## src/rtl/alht_pkg.sv

```systemverilog
package alht_pkg;

    localparam int TABLE_BITS  = 12;
    localparam int TABLE_SIZE  = 1 << TABLE_BITS;
    localparam int PROBE_LIMIT = 96;
    localparam int PROBE_W     = $clog2(PROBE_LIMIT + 1);
    localparam int CLR_W       = TABLE_BITS + 1;

    localparam logic [63:0] MIX_CONST   = 64'hff51afd7ed558ccd;
    localparam logic [30:0] NEVER_FRAME = 31'h7FFFFFFF;

    // slot word, lowest bit first: key, serial, birth, death, live, arena, size
    localparam int SLOT_W = 64 + 64 + 31 + 31 + 1 + 1 + 32;

    typedef logic [TABLE_BITS-1:0] addr_t;

    typedef struct packed {
        logic [31:0] size;
        logic        arena;
        logic        live;
        logic [30:0] death;
        logic [30:0] birth;
        logic [63:0] serial;
        logic [63:0] key;
    } slot_t;

    typedef enum logic [1:0] {
        OP_ALLOC  = 2'd0,
        OP_RETIRE = 2'd1,
        OP_LOOKUP = 2'd2,
        OP_NONE   = 2'd3
    } op_t;

    typedef enum logic [2:0] {
        ST_NEW      = 3'd0,
        ST_REUSED   = 3'd1,
        ST_FULL     = 3'd2,
        ST_RETIRED  = 3'd3,
        ST_MISS     = 3'd4,
        ST_FOUND    = 3'd5,
        ST_NOTFOUND = 3'd6,
        ST_REJECTED = 3'd7
    } status_t;

    typedef enum logic [2:0] {
        S_CLEAR,
        S_IDLE,
        S_MIX,
        S_HASH,
        S_READ,
        S_CHECK,
        S_OUT
    } state_t;

endpackage

```

## src/rtl/alht_hash.sv

```systemverilog
module alht_hash (
    input  logic                       aclk,
    input  logic                       start,
    input  logic [63:0]                address,
    output alht_pkg::addr_t            home
);

    logic [63:0] mix_reg;
    logic [63:0] prod_reg;
    logic [63:0] x0;
    logic [63:0] p;

    // first mix step, registered before the multiply
    assign x0 = (address >> 4) ^ (address >> 37);

    always_ff @(posedge aclk) begin
        if (start) begin
            mix_reg <= x0;
        end
        prod_reg <= p;
    end

    // 64-bit product split into 32x32 partial products, low 64 bits kept
    always_comb begin
        logic [63:0] ll;
        logic [31:0] lh;
        logic [31:0] hl;
        ll = 64'(mix_reg[31:0]) * 64'(alht_pkg::MIX_CONST[31:0]);
        lh = 32'(mix_reg[31:0] * alht_pkg::MIX_CONST[63:32]);
        hl = 32'(mix_reg[63:32] * alht_pkg::MIX_CONST[31:0]);
        p  = ll + {lh + hl, 32'd0};
    end

    assign home = alht_pkg::addr_t'(prod_reg ^ (prod_reg >> 33));

endmodule

```

## config.mk

```make
export PLATFORM = sky130hd
export DESIGN_NAME = alht_hash
export DESIGN_NICKNAME = d
export VERILOG_FILES = /design/src/rtl/alht_pkg.sv /design/src/rtl/alht_hash.sv
export SDC_FILE = /design/constraint.sdc
export NUM_CORES = 1
export LEC_CHECK = 0
export BUFFER_PORTS_ARGS = -buffer_cell sky130_fd_sc_hd__buf_4
export CAP_MARGIN = 10
export CORE_ASPECT_RATIO = 0.6
export CORE_MARGIN = 8
export CORE_UTILIZATION = 60
export CTS_CLUSTER_DIAMETER = 200
export CTS_CLUSTER_SIZE = 12
export DETAILED_ROUTE_END_ITERATION = 8
export PLACE_DENSITY_LB_ADDON = 0.12
export SLEW_MARGIN = 20
export SYNTH_ARGS = -nofsm -noshare
export SYNTH_HDL_FRONTEND = slang
export SYNTH_SLANG_ARGS = --single-unit
```

## constraint.sdc

```tcl
create_clock -name aclk -period 11 [get_ports aclk]
set_input_delay 1.1 -clock aclk [delete_from_list [all_inputs] [get_ports aclk]]
set_output_delay 1.1 -clock aclk [all_outputs]
set_load 0.005 [all_outputs]
```

* Yosys cells after proc, flatten, opt, wreduce, memory -nomap -nowiden
Index checks and enable logic that the tools add are counted.
Storage, ports and cells: output and inout port bits 12, bits in registers 109, bits of input ports 66, logic and storage cells 9
Operators by class: add/subtract/negate cells 2, multipliers 3, bitwise logic cells 2
Operators by type and width (number):
- 60-bit by 27-bit XOR with 60-bit output | 1
- 45-bit adder | 1
- 32-bit by 32-bit multiplier with 45-bit output (second input constant) | 1
- 32-bit by 25-bit multiplier with 13-bit output (second input constant) | 1
- 32-bit by 30-bit multiplier with 13-bit output (second input constant) | 1
- 13-bit adder | 1
- 12-bit XOR | 1

* Longest topological paths before layout
word-level depth 3, depth in mapped cells 34, depth with buffers taken out 34

* Worst setup path before layout
OpenSTA, ideal clock, no wires.
kind flip-flop to flip-flop, start register mix_reg[3], end register prod_reg[44], data required time 10928 ps, clock period less this slack 7936 ps, data arrival time 7863 ps, setup slack 3064 ps, setup time 72 ps, stages on the path, launching flop included 30, buffers on the path 0, cells stage by stage edfxtp_1 ha_1 inv_1 fa_1 inv_1 ha_1 inv_1 fa_1 inv_1 fa_1 fa_1 inv_1 fa_1 inv_1 ha_1 a21o_1 a31oi_1 xnor2_1 ha_1 fa_1 inv_1 fa_1 inv_1 fa_1 ha_1 ha_1 and3_1 a221o_1 a21oi_2 xnor2_1
Between the ends: longest elaborated chain between the ends 3, elaborated cells on any way between the ends 4, classes of those cells add/sub: 2; mul: 2
RTL lines:
- start: declaration | line alht_hash.sv:8 | logic [63:0] mix_reg;
- start signal: assignment | line alht_hash.sv:18 | mix_reg <= x0;
- 32-bit by 25-bit multiplier with 13-bit output | line alht_hash.sv:29 | lh = 32'(mix_reg[31:0] * alht_pkg::MIX_CONST[63:32]);
- 13-bit adder | line alht_hash.sv:31 | p = ll + {lh + hl, 32'd0};
- 45-bit adder * | line alht_hash.sv:31
- via p[44] | line alht_hash.sv:11 | logic [63:0] p;
- end signal: assignment | line alht_hash.sv:20 | prod_reg <= p;
- end: declaration | line alht_hash.sv:9 | logic [63:0] prod_reg;
Mark *: on every way through the listed nets, which the timed path passes. The rest lies on a longest branch. A chain may end at the register's enable or synchronous reset.

* Worst setup path in the final report
start register mix_reg[1], end register prod_reg[44]
The elaborated chain is that of the path after synthesis.

==> results.sh <==
export IMPL_status="finished clean"
export IMPL_drv_slew=0
export IMPL_dieArea_um2=37900
export IMPL_min_period_ns=9.29
export IMPL_worstHoldStart="address[36]"
export IMPL_synth_edf_count=45
export IMPL_core_area_um2=31200
export IMPL_syn_instance_count=1830
export IMPL_grt_first_pass_wirelength_mm=78.2
export IMPL_vias_per_cell=5.21
export IMPL_use_met3_pct=7.13
export IMPL_crit_start="mix_reg[1]"
export IMPL_setup_viol=0
export IMPL_wl_mm=51.4
export IMPL_maxCapViolations=0
export IMPL_yosys_area_top_type="fa_1"
export IMPL_synth_seq_cells=69
export IMPL_grt_most_used_layer="met1"
export IMPL_largest_reg_flops=45
export IMPL_post_cts_resized=0
export IMPL_rows=50
export IMPL_worst_ep_required_time_ns=11.25
export IMPL_vias=12200
export IMPL_synth_top_area_share_pct=44.3
export IMPL_critical_path_class="reg2reg"
export IMPL_drc=0
export IMPL_max_slew_margin_rel_pct=41.9
export IMPL_use_met1_pct=44.8
export IMPL_gp_congestion=0.982
export IMPL_synth_warnings=0
export IMPL_dp_hpwl_mm=47.0
export IMPL_clkLatencyLatePin_ns=0.38
export IMPL_grt_antenna_before_repair=0
export IMPL_hold_viol=0
export IMPL_ant_nets=0
export IMPL_globalRouteMet2Util_pct=37.7
export IMPL_fmax_mhz=108
export IMPL_die_height_um=154
export IMPL_drt_iter0_markers=899
export IMPL_synth_avg_cell_area_um2=10.4
export IMPL_cp_arrival_ns=9.53
export IMPL_rsz0062_at_grt="no"
export IMPL_initial_utilization_pct=61.0
export IMPL_yosys_top_cells_area="fa_1, ha_1, inv_1"
export IMPL_nets=2721
export IMPL_grt_overflow=0
export IMPL_post_synth_top_count_cell="inv_1"
export IMPL_gr_usage_all_layers_pct=28.3
export IMPL_dr_pass1_iters=4
export IMPL_io_buffers=73
export IMPL_grt_pass1_vias=13000
export IMPL_grt_max_degree=46
export IMPL_antenna_cells=0
export IMPL_hp_class="in2reg"
export IMPL_path_max_fanout=10
export IMPL_ys_types=46
export IMPL_tritoncts="built"
export IMPL_endpoint_kind="flip-flop"
export IMPL_final_layout_size_suffix_gt1_share_pct=5.36
export IMPL_timing_rr_start="mix_reg[1]"
export IMPL_synthArstFlopShare_pct=0
export IMPL_cts_made_buffers=9
export IMPL_io_pins=78
export IMPL_wl_per_cell_um=22.0
export IMPL_cts_path_max_buffers=2
export IMPL_netlist_area_um2=19100
export IMPL_skew_ns=0.0269
export IMPL_worst_setup_path_start_kind="flip-flop"
export IMPL_ctsRootBufferMaster="clkbuf_16"
export IMPL_cts_hold_buf=0
export IMPL_cpPeakStageDelay_ns=0.92
export IMPL_worst_slew_pin_slew_ns=0.871
export IMPL_area_growth_syn_to_layout_pct=7.33
export IMPL_clkTransAtPathRegs_ns=0.08
export IMPL_synthFlopType="edfxtp_1"
export IMPL_synth_common_cells="inv_1, fa_1, ha_1, xnor2_1, xor2_1"
export IMPL_tns_ns=0
export IMPL_die_w_um=246
export IMPL_cts_num_sinks=69
export IMPL_cp_slowest_cell="edfxtp_1"
export IMPL_yosysSeqAreaShare_pct=9.61
export IMPL_syn_nets=2634
export IMPL_postCtsSetupBuffers=0
export IMPL_min_period_over_period_pct=84.4
export IMPL_htree_levels=3
## cells by family after synthesis
kind of cell	after synthesis	synth area share [%]
and+or+nand+nor	63	1.69
AOI/OAI and AO/OA	97	3.45
adders and majority gates	738	65.1
xor gates and xnor gates	120	5.52
buffers and inverters	743	14.6
DFF	69	9.61
## routing by layer
layer | share of wire [%] | vias up
li1 | - | 5469
met1 | 50 | 6196
met2 | 39 | 456
met3 | 8.6 | 56
met4 | 2.6 | 0
met5 | 0 | -
## area by class of cell
class                   count  area (µm²)
repair buffers             76         571
multi-input cells        1018       14400
inverters                 743        2790
flip-flops and latches     69        1830
well taps                 416         520
clock inverters             7        80.1
clock buffers               9         225
fillers                  2542       10800
## path summary, 6_finish.rpt
| check | to | slack, ns | cells past startpoint |
|---|---|---|---|
| max reg2reg | prod_reg[44] | 1.71 | 29 |
| max | prod_reg[44] | 1.71 | 29 |
| min | mix_reg[32] | 0.91 | 1 |
| min reg2reg | prod_reg[1] | 0.98 | 0 |
## metrics by stage
step	util, %	instances	setup slack, ns	instance area [µm²]	hold WS, ns
global route	65.5	2338	1.46	20400	0.895
CTS	65.5	2338	1.79	20400	0.894
detailed placement	64.5	2322	1.83	20100	0.952
floorplan	-	1830	3.06	19100	0.597
global placement	64.5	2322	1.86	20100	0.948
finish	65.5	2338	1.71	20400	0.907
## cell usage in the layout (no fill, tap or decap), drive strengths merged, types with 4 or more instances in the layout
cell type,instances
a211oi,8
a21o,13
a21oi,33
buf,76
clkbuf,9
dfxtp,24
edfxtp,45
fa,422
ha,316
inv,747
nand2,12
nand3,8
nand4,5
nor2,14
nor2b,7
o21a,4
o21ai,17
or2,4
xnor2,65
xor2,55
## critical path: cells and delay by family (launching register included)
family,cells,cell delay (ns)
fa+ha+maj,14,6.03
flops,1,0.92
buf+inv,8,0.53
xor+xnor,2,0.43
simple gates,1,0.23
compound gates,4,1.02
Power is not shown: default switching activity piles up to over one toggle a cycle in this logic, so the estimate is an artifact.
