<file path="src/rtl/alht_ram.sv">
module alht_ram #(
    parameter int WIDTH = 8,
    parameter int DEPTH = 16
) (
    input  logic                     aclk,
    input  logic                     we,
    input  logic [$clog2(DEPTH)-1:0] waddr,
    input  logic [WIDTH-1:0]         wdata,
    input  logic [$clog2(DEPTH)-1:0] raddr,
    output logic [WIDTH-1:0]         rdata
);

    logic [WIDTH-1:0] mem [DEPTH];

    // write port and registered read port
    always_ff @(posedge aclk) begin
        if (we) begin
            mem[waddr] <= wdata;
        end
        rdata <= mem[raddr];
    end

endmodule

</file>
<file path="config.mk">
export PLATFORM = sky130hd
export DESIGN_NAME = alht_ram
export DESIGN_NICKNAME = d
export VERILOG_FILES = /design/src/rtl/alht_ram.sv
export SDC_FILE = /design/constraint.sdc
export NUM_CORES = 1
export LEC_CHECK = 0
export BUFFER_PORTS_ARGS = -buffer_cell sky130_fd_sc_hd__buf_4
export CAP_MARGIN = 20
export CORE_MARGIN = 2
export CORE_UTILIZATION = 60
export CTS_BUF_LIST = sky130_fd_sc_hd__clkbuf_16
export DETAILED_ROUTE_END_ITERATION = 8
export GPL_ROUTABILITY_DRIVEN = 0
export PLACE_DENSITY = 0.79
export SYNTH_ARGS = -nofsm -noshare
export SYNTH_HDL_FRONTEND = slang
export SYNTH_SLANG_ARGS = --single-unit
</file>
<file path="constraint.sdc">
create_clock -name aclk -period 4.3 [get_ports aclk]
set_clock_uncertainty 0.1 [all_clocks]
set_input_delay 0.645 -clock aclk [delete_from_list [all_inputs] [get_ports aclk]]
set_output_delay 0.645 -clock aclk [all_outputs]
set_load 0.05 [all_outputs]
</file>
Yosys cells after proc, flatten, opt, wreduce, memory -nomap -nowiden:

Memory sizes are Yosys's and may differ from the RTL's. A register that Yosys moved wholly into a read port is not among the register bits.
Index checks and enable logic that the tools add are counted.

* register bits after elaboration: 0
* bits in latches: 0
* bits in writable memories: 128
* ROM bits: 0
* bits of input ports: 18
* output and inout port bits: 8
* word-level logic and storage cells: 3
* memories kept: 1

Memory list
* mem: depth 16, width 8, rd ports 1, clocked after Yosys merged registers in 1, write ports 1, RTL line 13 `logic [WIDTH-1:0] mem [DEPTH];`

* add/sub/neg operators: 0
* multipliers: 0
* divide/modulo/power cells: 0
* $lt $le $gt $ge: 0
* equality and inequality tests: 0
* shifts and indexed selects: 0
* muxes and demuxes: 2
* bitwise logic cells: 0
* reductions and logical operators: 0

Operators by type and width (count)
* 1-bit 2-to-1 mux: 2

Logic depth before layout (Yosys ltp):

Gate-level depths: netlist of run 1.

* depth in word-level cells: 2
* mapped depth: 5
* gate-level depth less buffers: 3

Worst setup path after synthesis of run 1:

OpenSTA, ideal clock, no wires.

* path type: input-to-reg
* start point: in waddr[2]
* end point: mem mem[0][0] (enable)
* setup time: 383 ps
* data arrival time: 1755 ps
* setup slack: 2062 ps
* stages on the path: 2
* buffers on the path: 0
* cells stage by stage: or3b_2 > nor3_1

RTL lines
* start, declared: RTL line 7 `input logic [$clog2(DEPTH)-1:0] waddr,`
* end, declared: RTL line 13

Straight into the memory's write port.

Worst setup path after layout of run 1:

* start point: in waddr[2]
* end point: mem mem[2][7] (enable)

Straight into the memory's write port.

==> metrics, run 1 <==
status=complete, no violations; vias in the first global route=around 2500; first-pass iteration count of the detailed router=4; commonest non-fill, non-tap cells in the layout=edfxtp_1, buf_4, mux4_2, clkbuf_16, a22oi_1; Clk pin slew, worst setup/hold paths=0.06 ns; pin count of the biggest net entering global routing=33; Max-slew headroom=about two fifths; drt wl/cell=24.95 um; Port Buf Inserts=25; CP Data Required Time=4.23 ns; Pleak=between 1.5 and 2 nW; CTS tree=built; Routed Antenna Nets=0; Synth Cell Area=0.005147 mm2; worst-path maximum fanout=8; Net Switching=0.0006377 W; Starting Density=62.33%; # resized after CTS=0; DP HPWL=5.499 mm; max-slew violation count=0; first-pass GRT wire length=14.98 mm; Rows=33; initial antenna violation count=0; Net Sw Frac=21.08%; Hold EP=mem[1][6]; CTS hold repair buffers=0; internal power=0.002387 W; RSZ-0062 raised after global routing=false; H-tree levels=4; Setup crit start=waddr[2]; Seq/Total Area, Yosys=77.78%; Post-Syn Instances=about 230; Iteration-0 DRC Markers=around 280; all-layer global routing usage=22.46%; reg2reg end=rdata[5]; cell taking the most area after synthesis=edfxtp_1; Core Footprint=0.008258 mm2; pwr dens=506.8 mW/mm2; CP Data Arrival Time=1.97 ns; Max Freq=0.4890 GHz; RR Startpoint=mem[8][5]; Overflow after GRT=0; Setup Viol. Count Final=0; IR drop worst, VDD=~0.33 mV; startpoint types=input pin; Root Driver=clkbuf_16; Worst-Margin Slew=0.9183 ns; # DRC=0; Vias/cell=6.318; Crit-path slowest cell=nor2_1; Min-Delay Path Depth=1; combinational share of power=5.6%; commonest non-fill, non-tap cell in the layout=edfxtp_1; final period utilization=47.56%; sequential share of power=approximately half; flop2flop setup slack=around 2.8 ns; Die H=~97 um; final hold violation count=0; total die area=0.009336 mm2; Die W=around 97 um; Area growth syn-to-layout=15.95%; Hold Path Class=input pin to register; Routed WL=9.582 mm; top post-synthesis cells by area=edfxtp_1, mux4_2, mux4_1; clock period minus worst slack=2.045 ns; I/O pin total=26; final core utilization=72.27%; Clock Sinks=~140; Reg2Reg Depth=3; Via Count=2426; setup TNS=0 ns; syn nets=approximately 250; Diodes inserted=0; Warnings, synthesis=0; share of cells above drive strength 1=26.88%; # Post-CTS Setup Buffers=0; Yosys cell types=19; critical path class=input pin to register; cts bufs inserted=17; syn avg cell area=22.48 um2; Maximum Capacitance Violations=0; CP cell instances=buf_4 > or3b_2 > nor2_1; slowest stage delay, CP=roughly 0.70 ns; Clock Tree Buf Depth=2; Clk network pwr share=45.1%; flip-flop and latch count after synthesis=136; Crit. End Element=register; Final #Nets=285; min-delay src=wdata[6]; top-area cell type share of the netlist area=between 70% and 80%; worst skew pair latency=0.41 ns
## worst max-delay path, delay by kind of cell
kind	cells	cell delay [ns]
buffers and inverters	1	0.12
AND/OR/NAND/NOR	2	1.21
## sequential cells by signal, indices dropped and copies added, names as in the netlist
register / cells
mem: 128
rdata: 8
## power by group through the flow
stage,clock (W),sequential [W],combinational [W]
after floorplan,0,0.00155,0.0000752
after global placement,0,0.00152,0.000164
after detailed placement,0,0.00152,0.000168
after CTS,0.00138,0.00149,0.000170
after global routing,0.00144,0.00149,0.000180
final,0.00136,0.00149,0.000168
## logic make-up (layout without fill, tap and decap cells)
group,after synthesis,after routing,share of synthesized area (%)
compound gates,16,16,2.334
flops,136,136,77.78
simple gates,35,35,3.184
buf+inv,10,60,1.677
mux,32,32,15.02
## area by class of cell
| class | instances | area, um2 |
|---|---|---|
| Sequential cell | 136 | 4004 |
| Fill cell | 461 | 2290 |
| Multi-Input combinational cell | 83 | 1057 |
| Clock buffer | 17 | 425.4 |
| Timing Repair Buffer | 29 | 215.2 |
| Clock inverter | 14 | 135.1 |
| Tap cell | 105 | 131.4 |
## worst max path at each step
stage,to,depth (start not counted),slack [ns]
after floorplan,mem[0][0],2,2.06
after global placement,mem[0][7],3,1.71
after detailed placement,mem[0][3],3,1.67
after CTS,mem[0][6],3,2.07
after global routing,mem[2][3],3,2.16
final,mem[2][7],3,2.25
## cells in the mapped netlist
master and number:
mux4_1 14, nor3_1 4, and2b_1 1, a22oi_1 16, nor2_1 13, buf_6 3, dfxtp_1 8, nand3b_1 2
clkdlybuf4s25_2 3, buf_4 1, or3b_2 1, nor2b_1 1, edfxtp_1 128, nand2_1 9, buf_2 3, and2_1 1
mux4_2 18, nand3_1 1, nand2b_1 2
## layer usage
layer,part of all wire (%),track usage [%],vias up
met5,0,0,-
met4,0.91,9.534,0
met3,7.1,4.913,8
met2,49,33.23,109
met1,43,33.17,1261
li1,-,-,1048
## through the flow
| step | power (W) | area (um2) | cells | worst slack (ns) | hold WS [ns] |
|---|---|---|---|---|---|
| after floorplan | 0.001622 | 5147 | 229 | 2.062 | 0.5293 |
| after global placement | 0.001680 | 5395 | 351 | 1.706 | 0.5437 |
| after detailed placement | 0.001686 | 5400 | 352 | 1.673 | 0.5577 |
| after CTS | 0.003039 | 5961 | 383 | 2.069 | 0.4345 |
| after global routing | 0.003112 | 5968 | 384 | 2.164 | 0.4499 |
| final | 0.003024 | 5968 | 384 | 2.255 | 0.4413 |
Note: power is estimated with default switching activity, not from simulation.
==> inputs of run 2 (changes only) <==
==> constraint.sdc (replaced) <==
create_clock -name aclk -period 2 [get_ports aclk]
set_clock_uncertainty 0.1 [all_clocks]
set_input_delay 0.3 -clock aclk [delete_from_list [all_inputs] [get_ports aclk]]
set_output_delay 0.3 -clock aclk [all_outputs]
set_load 0.05 [all_outputs]
==> metrics, run 2 (synthesis gave the netlist of run 1 again) <==
Setup Viol. Count Final=0 (unchanged); clock period minus worst slack=between 1.5 and 2 ns; cts bufs inserted=17 (unchanged); Reg2Reg Depth=3 (unchanged); Iteration-0 DRC Markers=252 (-11%); worst skew pair latency=0.41 ns (about the same); flop2flop setup slack=0.46 ns (-2.31 ns); # DRC=0 (unchanged); Root Driver=clkbuf_16; Port Buf Inserts=25 (unchanged); Core Footprint=0.008258 mm2 (unchanged); final period utilization=about three quarters; Non-Filler Instances=404 (+5.2%); H-tree levels=4 (unchanged); final hold violation count=0 (unchanged); status=complete, no violations; # resized after CTS=0 (unchanged); Max Freq=0.6494 GHz; Clock Tree Buf Depth=2 (unchanged); first-pass iteration count of the detailed router=5 (+1); pin count of the biggest net entering global routing=27 (-18%); CTS hold repair buffers=0 (unchanged); Max-slew headroom=71.91% (+33 points); total die area=0.009336 mm2 (unchanged); worst-path maximum fanout=1 (-7); Area growth syn-to-layout=19.52%; placed cells=372 (+5.7%); Diodes inserted=0 (unchanged); Worst-Margin Slew=0.4214 ns (-0.4970 ns); Die W=96.63 um (unchanged); Crit. End Element=register; Overflow after GRT=0 (unchanged); Routed WL=10.42 mm (+8.7%); Power, Total=0.006657 W (+120%); I/O pin total=26 (unchanged); Routed Antenna Nets=0 (unchanged); pwr dens=1082 mW/mm2 (+110%); max FFs per register=128 (unchanged); Pleak=2.114 nW (+5.9%); reg2reg end=rdata[5]; first-pass GRT wire length=16.08 mm (+7.3%); min-delay src=wdata[1]; IR drop worst, VDD=0.6880 mV (+110%); CP Data Required Time=2.19 ns (-2.04 ns); vias in the first global route=2614 (+5.7%); Rows=33 (unchanged); RR Startpoint=mem[10][5]; Clock Sinks=136 (unchanged); Via Count=2535 (+4.5%); initial antenna violation count=0 (unchanged); all-layer global routing usage=24.34% (+1.9 points); startpoint types=register; setup TNS=0 ns (unchanged); CP Data Arrival Time=1.73 ns (-0.24 ns); critical path class=register to register; CTS tree=built; Maximum Capacitance Violations=0 (unchanged); max-slew violation count=0 (unchanged); Min-Delay Path Depth=1 (unchanged); share of cells above drive strength 1=31.77% (+4.9 points); commonest non-fill, non-tap cells in the layout=edfxtp_1, buf_4, mux4_2, clkbuf_16, a22oi_1; final core utilization=74.50% (+2.2 points); Clk pin slew, worst setup/hold paths=0.06 ns (about the same); # Post-CTS Setup Buffers=0 (unchanged); final hold slack=0.09737 ns (-0.3439 ns); Hold Path Class=input pin to register; RSZ-0062 raised after global routing=false; Starting Density=62.33% (unchanged); commonest non-fill, non-tap cell in the layout=edfxtp_1; DP HPWL=6.124 mm (+11%); Top Registers=mem x128, rdata x8; Hold EP=mem[12][1]; Final #Nets=304 (+6.7%); register bank with the most flops=mem; Die H=96.63 um (unchanged); Fillers=454 (-1.5%); drt wl/cell=25.79 um (+3.3%); Vias/cell=6.275 (-0.68%)
run 2: cell count changes in the layout (fill, tap and decap cells not counted):
| cell | change |
|---|---|
| buf_2 | -1 |
| bufinv_16 | +1 |
| clkbuf_4 | -1 |
| inv_6 | -1 |
| buf_4 | +20 |
| clkinv_2 | +1 |
| buf_12 | +1 |
run 2: cell type report:
type	count	area [um2]	share of cell area, %
multi-input combinational	83	1057	17.19
sequential	136	4004	65.08
clock buffer	17	425.4	6.915
timing repair buffer	48	372.9	6.061
clock inverter	15	161.4	2.624
tap	105	131.4	2.135
run 2: power by group:
group	switching (W)	internal, W
combinational	0.000232	0.000152
clock	0.00113	0.00193
sequential	0.0000219	0.00319
total	0.00138	0.00527
run 2: how the worst max path moves through the flow:
| stage | startpoint | endpoint | slack, ns | cells past startpoint |
|---|---|---|---|---|
| after global placement | raddr[0] | rdata[6] | 0.20 | 5 |
| after global routing | mem[2][4] | rdata[4] | 0.40 | 3 |
| final | mem[10][5] | rdata[5] | 0.46 | 3 |
| after floorplan | waddr[2] | mem[0][0] | 0.11 | 2 |
| after detailed placement | raddr[0] | rdata[7] | 0.17 | 5 |
| after CTS | mem[0][4] | rdata[4] | 0.46 | 3 |
run 2: critical path, stage by stage (launching register included):
cell and delay [ns]:
edfxtp_1 0.41, mux4_1 0.55, a22oi_1 0.24, nand2_1 0.11
run 2: stage by stage:
step	setup slack (ns)	area, um2
floorplan	0.1071	5147
global placement	0.2045	5565
detailed placement	0.1664	5565
CTS	0.4619	6152
global route	0.4008	6152
finish	0.4600	6152
run 2: layer usage:
| layer | share of wire, % | vias up | wire length [um] | global-route usage [%] |
|---|---|---|---|---|
| li1 | - | 1084 | - | - |
| met1 | 41 | 1317 | 4270 | 33.51 |
| met2 | 51 | 119 | 5265 | 37.29 |
| met3 | 7.1 | 15 | 736 | 7.298 |
| met4 | 1.4 | 0 | 144 | 9.751 |
| met5 | 0 | - | 0 | 0 |
==> inputs of run 3 (changes only) <==
--- a/config.mk
+++ b/config.mk
@@ -5,6 +5,7 @@
 export SDC_FILE = /design/constraint.sdc
 export NUM_CORES = 1
 export LEC_CHECK = 0
+export ABC_AREA = 1
 export BUFFER_PORTS_ARGS = -buffer_cell sky130_fd_sc_hd__buf_4
 export CAP_MARGIN = 20
 export CORE_MARGIN = 2
==> constraint.sdc (replaced) <==
create_clock -name aclk -period 1.6 [get_ports aclk]
set_clock_uncertainty 0.1 [all_clocks]
set_input_delay 0.24 -clock aclk [delete_from_list [all_inputs] [get_ports aclk]]
set_output_delay 0.24 -clock aclk [all_outputs]
set_load 0.05 [all_outputs]
==> metrics, run 3 <==
status=complete, no violations; Final #Nets=612 (+100%); Clock Sinks=136 (unchanged); CP Data Required Time=1.26 ns (-0.93 ns); Vias/cell=5.410 (-14%); worst skew pair latency=0.40 ns (about the same); final hold violation count=0 (unchanged); Rows=35 (+6.1%); syn avg cell area=10.47 um2 (-53%); Non-Filler Instances=736 (+82%); first-pass iteration count of the detailed router=5 (unchanged); Yosys cell types=12 (-7); Synth Cell Area=0.005767 mm2 (+12%); share of cells above drive strength 1=12.69% (-19 points); H-tree levels=4 (unchanged); CP top delay family=flip-flops; pwr dens=1285 mW/mm2 (+19%); cts bufs inserted=17 (unchanged); placed cells=704 (+89%); Core Footprint=0.009284 mm2 (+12%); CP Data Arrival Time=1.01 ns (-0.72 ns); Clk pin slew, worst setup/hold paths=0.06 ns (about the same); max FFs per register=128 (unchanged); Top Registers=mem x128, rdata x8; commonest non-fill, non-tap cell in the layout=nand2_1; CP cell instances=buf_4; clock period minus worst slack=1.349 ns; Hold Path Class=input pin to register; register bank with the most flops=mem; Power, Total=0.008764 W (+32%); Warnings, synthesis=0 (unchanged); # DRC=0 (unchanged); Post-synth EDFFs=128 (unchanged); critical path class=register to output port; all-layer global routing usage=26.53% (+2.2 points); Seq/Total Area, Yosys=69.43% (-8.4 points); Root Driver=clkbuf_16; syn nets=569 (+130%); Worst-Margin Slew=0.4208 ns (-0.0005791 ns); CTS hold repair buffers=0 (unchanged); Via Count=3982 (+57%); Crit. End Element=output port; CTS tree=built; # Post-CTS Setup Buffers=0 (unchanged); setup ws final=0.2514 ns (-0.2086 ns); Diodes inserted=0 (unchanged); IR drop worst, VDD=0.7896 mV (+15%); vias in the first global route=3901 (+49%); Pleak=2.988 nW (+41%); RSZ-0062 raised after global routing=false; Max-slew headroom=71.95% (about the same); Crit-path slowest cell=dfxtp_1; Port Buf Inserts=25 (unchanged); Clock Tree Buf Depth=2 (unchanged); # resized after CTS=0 (unchanged); slowest stage delay, CP=0.38 ns (-0.17 ns); total die area=0.01041 mm2 (+12%); I/O pin total=26 (unchanged); top-count cell post-synth=nand2_1; Routed Antenna Nets=0 (unchanged); Routed WL=12.70 mm (+22%); Area growth syn-to-layout=18.25%; DP HPWL=7.421 mm (+21%); Post-Syn Instances=551 (+140%); fraction of registers with async set/reset=0% (unchanged); Setup Viol. Count Final=0 (unchanged); worst slack, placed=0.2374 ns (+0.07107 ns); Max Freq=0.7415 GHz; crit path buf inv count=1 (+1); worst-path maximum fanout=1 (unchanged); initial antenna violation count=0 (unchanged); first-pass GRT wire length=19.73 mm (+23%); max-slew violation count=0 (unchanged); top post-synthesis cells by area=edfxtp_1, nand2_1, nand3_1; Starting Density=62.12% (-0.22 points); top cells by count, synth=nand2_1, edfxtp_1, inv_1; startpoint types=register; Overflow after GRT=0 (unchanged); Die W=102.0 um (+5.6%); pin count of the biggest net entering global routing=35 (+30%); final period utilization=84.29%; Post-synth top flop=edfxtp_1; Iteration-0 DRC Markers=374 (+48%); top-area cell type share of the netlist area=66.65% (-8.0 points); Maximum Capacitance Violations=0 (unchanged); setup TNS=0 ns (unchanged); commonest non-fill, non-tap cells in the layout=nand2_1, edfxtp_1, inv_1, nand3_1, buf_4; Die H=102.0 um (+5.6%); drt wl/cell=17.26 um (-33%); flip-flop and latch count after synthesis=136 (unchanged); cell taking the most area after synthesis=edfxtp_1
## run 3: cell count changes in the layout (fill, tap and decap cells not counted), sizes merged, moves of 16 or more
cell   delta
nand3    +96
nand2   +164
inv     +106
mux4     -32
a22oi    -16
## run 3: layout make-up
class / instances / area (um2)
Sequential cell: 136 / 4004
Fill cell: 602 / 2465
Multi-Input combinational cell: 289 / 1214
Clock buffer: 17 / 425.4
Timing Repair Buffer: 48 / 422.9
Inverter: 102 / 382.9
Clock inverter: 15 / 209.0
Tap cell: 129 / 161.4
## run 3: per-stage QoR
stage / util [%] / hold WS (ns) / cell area (um2)
6_report: 73.45 / 0.07125 / 6819
3_3_place_gp: 66.62 / 0.4734 / 6185
4_1_cts: 73.45 / 0.04878 / 6819
5_1_grt: 73.45 / 0.05957 / 6819
3_5_place_dp: 66.62 / 0.4719 / 6185
2_1_floorplan: - / 0.2389 / 5767
## run 3: path summary, 6_finish.rpt
| path | start | endpoint | slack [ns] | cells after the start |
|---|---|---|---|---|
| max reg2reg | mem[6][3] | rdata[3] | 0.48 | 6 |
| max | rdata[0] | rdata[0] | 0.25 | 1 |
| min reg2reg | mem[15][6] | rdata[6] | 0.57 | 6 |
| min | wdata[1] | mem[5][1] | 0.07 | 1 |
## run 3: layer usage
layer / global-route usage [%] / up-vias / part of all wire, %
met2: 43.37 / 224 / 50
met4: 15.08 / 0 / 3.6
met3: 5.062 / 41 / 8.8
met1: 33.54 / 1855 / 37
li1: - / 1862 / -
met5: 0 / - / 0
## run 3: logic make-up after synthesis
kind of cell / share of synthesized area (%)
simple gates: 21.05
flops: 69.43
buf+inv: 9.525
## run 3: power by group
group,internal [W],switching (W)
combinational,0.000185,0.000422
sequential,0.00398,0.0000270
clock,0.00274,0.00140
total,0.00691,0.00185
